[src/hw/rtl/pair_distance_histogram_pbc_core_macros.svh]
// Assertion macros for the pair distance histogram core.
// Used by the top level only; expects i_clk and i_rst_n in scope.
`ifndef PAIR_DISTANCE_HISTOGRAM_PBC_CORE_MACROS_SVH
`define PAIR_DISTANCE_HISTOGRAM_PBC_CORE_MACROS_SVH

// Consequent must hold in the same cycle as the antecedent.
`define PDH_ASSERT_NOW(lbl, ante, cons, msg) \
    lbl: assert property (@(posedge i_clk) disable iff (!i_rst_n) (ante) |-> (cons)) \
        else $error(msg);

// Consequent must hold in the cycle after the antecedent.
`define PDH_ASSERT_NEXT(lbl, ante, cons, msg) \
    lbl: assert property (@(posedge i_clk) disable iff (!i_rst_n) (ante) |=> (cons)) \
        else $error(msg);

`endif

[src/hw/rtl/pdh_pkg.sv]
// Shared types and constants for the pair distance histogram core.
// No dependencies; imported by every module of the block.
package pdh_pkg;

    localparam int DEF_MAX_PARTICLES = 256;
    localparam int DEF_NUM_BINS      = 64;
    localparam int DEF_COORD_BITS    = 16;

    // Bin edge (k+1)*bin_size and its square.
    localparam int EDGE_W = 23;
    localparam int THR_W  = 2 * EDGE_W;

    localparam int CFG_AW = 2;
    localparam logic [CFG_AW-1:0] CFG_BOX_LENGTH  = 2'd0;
    localparam logic [CFG_AW-1:0] CFG_BIN_SIZE    = 2'd1;
    localparam logic [CFG_AW-1:0] CFG_BINS_IN_USE = 2'd2;

    localparam logic [31:0] SAT32 = 32'hFFFF_FFFF;

    // Token control that travels with a squared distance along the bin chain.
    typedef struct packed {
        logic valid;
        logic claimed;
    } t_cell_ctl;

endpackage

[src/hw/rtl/pdh_bin_cell.sv]
// One histogram bin of the chain: holds its count and squared upper edge.
// Depends on pdh_pkg.
module pdh_bin_cell #(
    parameter int D2_W = 36
) (
    input  logic                   i_clk,
    input  logic                   i_rst_n,
    input  pdh_pkg::t_cell_ctl     i_ctl,
    input  logic [D2_W-1:0]        i_d2,
    input  logic [pdh_pkg::THR_W-1:0] i_thr,
    input  logic                   i_thr_shift,
    input  logic                   i_is_last,
    input  logic                   i_rotate,
    input  logic [31:0]            i_hist,
    output pdh_pkg::t_cell_ctl     o_ctl,
    output logic [D2_W-1:0]        o_d2,
    output logic [pdh_pkg::THR_W-1:0] o_thr,
    output logic [31:0]            o_hist
);
    import pdh_pkg::*;

    localparam int CMP_W = (D2_W > THR_W) ? D2_W : THR_W;

    logic [THR_W-1:0] r_thr;
    logic [31:0]      r_hist;
    t_cell_ctl        r_ctl;
    logic [D2_W-1:0]  r_d2;
    logic             hit;

    // The first cell whose upper edge lies above the distance, or the last bin in use, takes the pair.
    assign hit = i_ctl.valid && !i_ctl.claimed &&
                 ((CMP_W'(i_d2) < CMP_W'(r_thr)) || i_is_last);

    always_ff @(posedge i_clk) begin
        if (!i_rst_n) begin
            r_hist <= '0;
            r_ctl  <= '0;
        end else begin
            if (i_rotate) begin
                r_hist <= i_hist;
            end else if (hit) begin
                r_hist <= (r_hist > SAT32 - 32'd2) ? SAT32 : r_hist + 32'd2;
            end
            r_ctl.valid   <= i_ctl.valid;
            r_ctl.claimed <= i_ctl.claimed || hit;
        end
    end

    always_ff @(posedge i_clk) begin
        r_d2 <= i_d2;
        if (i_thr_shift) begin
            r_thr <= i_thr;
        end
    end

    assign o_ctl  = r_ctl;
    assign o_d2   = r_d2;
    assign o_thr  = r_thr;
    assign o_hist = r_hist;
endmodule

[config.mk]
export PLATFORM = sky130hd
export DESIGN_NAME = pdh_bin_cell
export DESIGN_NICKNAME = d
export VERILOG_FILES = /design/src/hw/rtl/pair_distance_histogram_pbc_core_macros.svh /design/src/hw/rtl/pdh_pkg.sv /design/src/hw/rtl/pdh_bin_cell.sv
export SDC_FILE = /design/constraint.sdc
export NUM_CORES = 1
export LEC_CHECK = 0
export BUFFER_PORTS_ARGS = -buffer_cell sky130_fd_sc_hd__buf_2
export CAP_MARGIN = 25
export CORE_ASPECT_RATIO = 0.9
export CORE_MARGIN = 2
export CORE_UTILIZATION = 47
export DETAILED_ROUTE_END_ITERATION = 16
export PLACE_DENSITY = 0.9
export SLEW_MARGIN = 25
export SYNTH_ARGS = -nofsm -noshare
export SYNTH_HDL_FRONTEND = slang
export SYNTH_SLANG_ARGS = --single-unit
[constraint.sdc]
create_clock -name i_clk -period 4.03 [get_ports i_clk]
set_clock_uncertainty 0.2 [all_clocks]
set_input_delay 0.2015 -clock i_clk [delete_from_list [all_inputs] [get_ports i_clk]]
set_output_delay 0.2015 -clock i_clk [all_outputs]
set_load 0.02 [all_outputs]
==> summary.md <==
| Metric | Value |
|---|---|
| Syn Area/Cell | 10.9 um^2 |
| Critical R2R Launch | o_thr[29] |
| Worst EP required | 4.14 ns |
| Top Ports | between 200 and 250 |
| Ys Warns | 0 |
| GR Layer Usage met3 | 0.0717 |
| Die area | ~0.012 mm^2 |
| Initial DRC Count | 468 |
| Skew-Pair Late Insertion Delay | approximately 0.4 ns |
| Setup crit start kind | primary input |
| Starting density of the core | 0.477 |
| GRT overflow | 0 |
| Leading area contributor after synthesis | dfxtp_1 |
| Core ar. | between 0.01 and 0.015 mm^2 |
| Initial antenna violation count | 0 |
| Final Critical Period | about 3.6 ns |
| Gates resized, CTS repair | 0 |
| CTS Hold Bufs | 107 |
| Worst EP arrival | about 3.7 ns |
| First-pass GRT wire length | between 20 and 30 mm |
| Met2 Usage GRT | 0.545 |
| Mapped Cells | 469 |
| Met1 Use GR | 0.350 |
| Post-synth top flop | dfxtp_1 |
| Unrepaired setup endpoints after global routing | false |
| Min-Delay Path Depth | 4 |
| Total Nets Final | ~980 |
| Dpl hpwl | between 10 and 15 mm |
| Post-Route Setup TNS | 0 ns |
| Async S/R FF share, synth | 0 |
| Pwr Density | ~400 mW/mm^2 |
| Top post-synthesis cells by area | dfxtp_1 27%, edfxtp_1 27%, ha_1 8.8%, inv_1 3.2%, o21ai_0 2.6% |
| CTS tree | built |
| Final Hold Fails | 0 |
| Vias | 5370 |
| Ratio of cells with drive above 1 in the final layout | 0.347 |
| Peak supply drop | between 300 and 400 uV |
| PortBufs | around 240 |
| Final hold slack | ~0.021 ns |
| Final setup vio count | 0 |
| DRC errors left | 0 |
| Num CTS Buffers | 17 |
| Max Cap Viol | 0 |
| Pin count of the biggest net entering global routing | 47 |
| Reg2reg path depth | 8 |
| Outcome | finished clean |
| Synth cell count leaders | 70 x dfxtp_1, 46 x edfxtp_1, 44 x inv_1, 36 x ha_1, 33 x nand2_1 |
| Worst-margin pin slew | 0.841 ns |
| Synth cell types | 55 |
| Clock slew at reported path FFs | around 0.06 ns |
| Setup bufs post-CTS | 0 |
| Root Driver | clkbuf_16 |
| Final WL | ~18 mm |
| TritonCTS Sinks | between 100 and 150 |
| Final Slew Violations | 0 |
| Critical Path Start | i_d2[29] |
| H-tree lvl count | 4 |
| Synthesized area | between 0.005 and 0.006 mm^2 |
| Die Ht | roughly 100 um |
| Total chip power | about 3.3 mW |
| Row cnt | 36 |
| Crit end category | flip-flop |
| Remaining antenna violation count | 0 |
| GPL Wtd Cong | approximately 0.9 |
| Rel. slew slack | 0.438 |
| Layout area overhead | 56.6% |
| Clock buffer depth | 2 |
| Leak | roughly 3.7 nW |
| Die width | between 100 and 150 um |
| Number of vias per cell | 5.56 |
| DRT Pass-1 Iters | 5 |
| Min-delay src | i_hist[2] |
| Synthesized flop and latch total | ~120 |
| Post-synthesis sequential area ratio | 0.544 |
| Top-count cell post-synth | dfxtp_1 |
| Post-synth EDFFs | 46 |
| Tcrit/Tclk final | 0.883 |
| F_max | 281 MHz |
| Min-delay worst type | in -> reg |
| Busiest grt layer | met2 |
| Drt wl/cell | roughly 19 um |
| Crit-path max FO | 17 |
| Vias in the first global route | between 5000 and 6000 |
| Share of the synthesized area in the top cell type | 0.274 |
| GRT Util Overall | 0.304 |
| Syn Nets | between 600 and 700 |
| Crit path kind | in -> reg |
-- area by class of cell --
cell class / instances / area (um^2)
flip-flops and latches: 116 / 2780
fillers: 694 / 2710
repair buffers: 347 / 2280
multi-input cells: 293 / 2080
clock buffers: 23 / 479
well taps: 133 / 166
inverters: 44 / 165
clock inverters: 9 / 56.3
diodes: 1 / 2.50
-- per-stage QoR --
step                worst slack (ns)   util  cell area (um^2)  std cells
floorplan                      0.949      -              5120        469
global placement               0.737  0.597              6400        826
detailed placement             0.595  0.597              6400        826
CTS                            0.541  0.747              8010        965
global route                   0.351  0.747              8010        965
finish                         0.473  0.748              8020        966
-- worst paths after layout --
| kind | endpoint | slack, ns |
|---|---|---|
| setup / recovery | o_hist[30] | 0.47 |
| hold reg to reg | o_hist[13] | 0.30 |
| hold / removal | o_hist[2] | 0.02 |
| setup reg to reg | o_hist[30] | 0.58 |
-- placed cells by master, fill, tap and decap left out, types with 9 or more instances in the layout --
cell type      count
and3_1            13
clkbuf_16         18
nand2_1           33
inv_1             44
nand3_1           12
ha_1              36
dlygate4sd3_1    107
nor3_1            11
a21oi_1           24
a211oi_1           9
nor2_1            25
edfxtp_1          46
o21ai_0           27
buf_2            235
dfxtp_1           70
nand4_1           12
-- power by group --
| group | internal [mW] | switching, mW | leakage (nW) |
|---|---|---|---|
| combinational | 0.251 | 0.326 | 2.37 |
| clock | 0.834 | 0.523 | 0.263 |
| sequential | 1.31 | 0.0593 | 1.04 |
-- cell families after synthesis --
kind of cell,after synthesis,share of synthesized area
flip-flops,116,0.544
adder cells (fa/ha/maj),36,0.0880
XOR/XNOR,2,0.00342
AO/OA/AOI/OAI,119,0.178
AND/OR/NAND/NOR,135,0.134
multiplexers,1,0.00196
buffers and inverters,60,0.0504
-- critical path, cell delays in order --
cell and delay (ns):
dlygate4sd3_1 0.56, buf_2 0.15, ha_1 0.32, nand4_1 0.15
or4_1 0.58, or4_4 0.58, o211ai_4 0.50, nor2_2 0.31
a311oi_1 0.32
-- routing by layer --
metal,share of wire,vias to the layer above
met1,0.38,2549
met5,0,-
li1,-,2456
met4,0.029,0
met3,0.076,54
met2,0.52,311
-- state kept, by name, summed over array words and instances (netlist names) --
register,flops
o_thr,46
o_d2,36
o_hist,32
o_ctl,2
(Power assumes the default switching activity.)
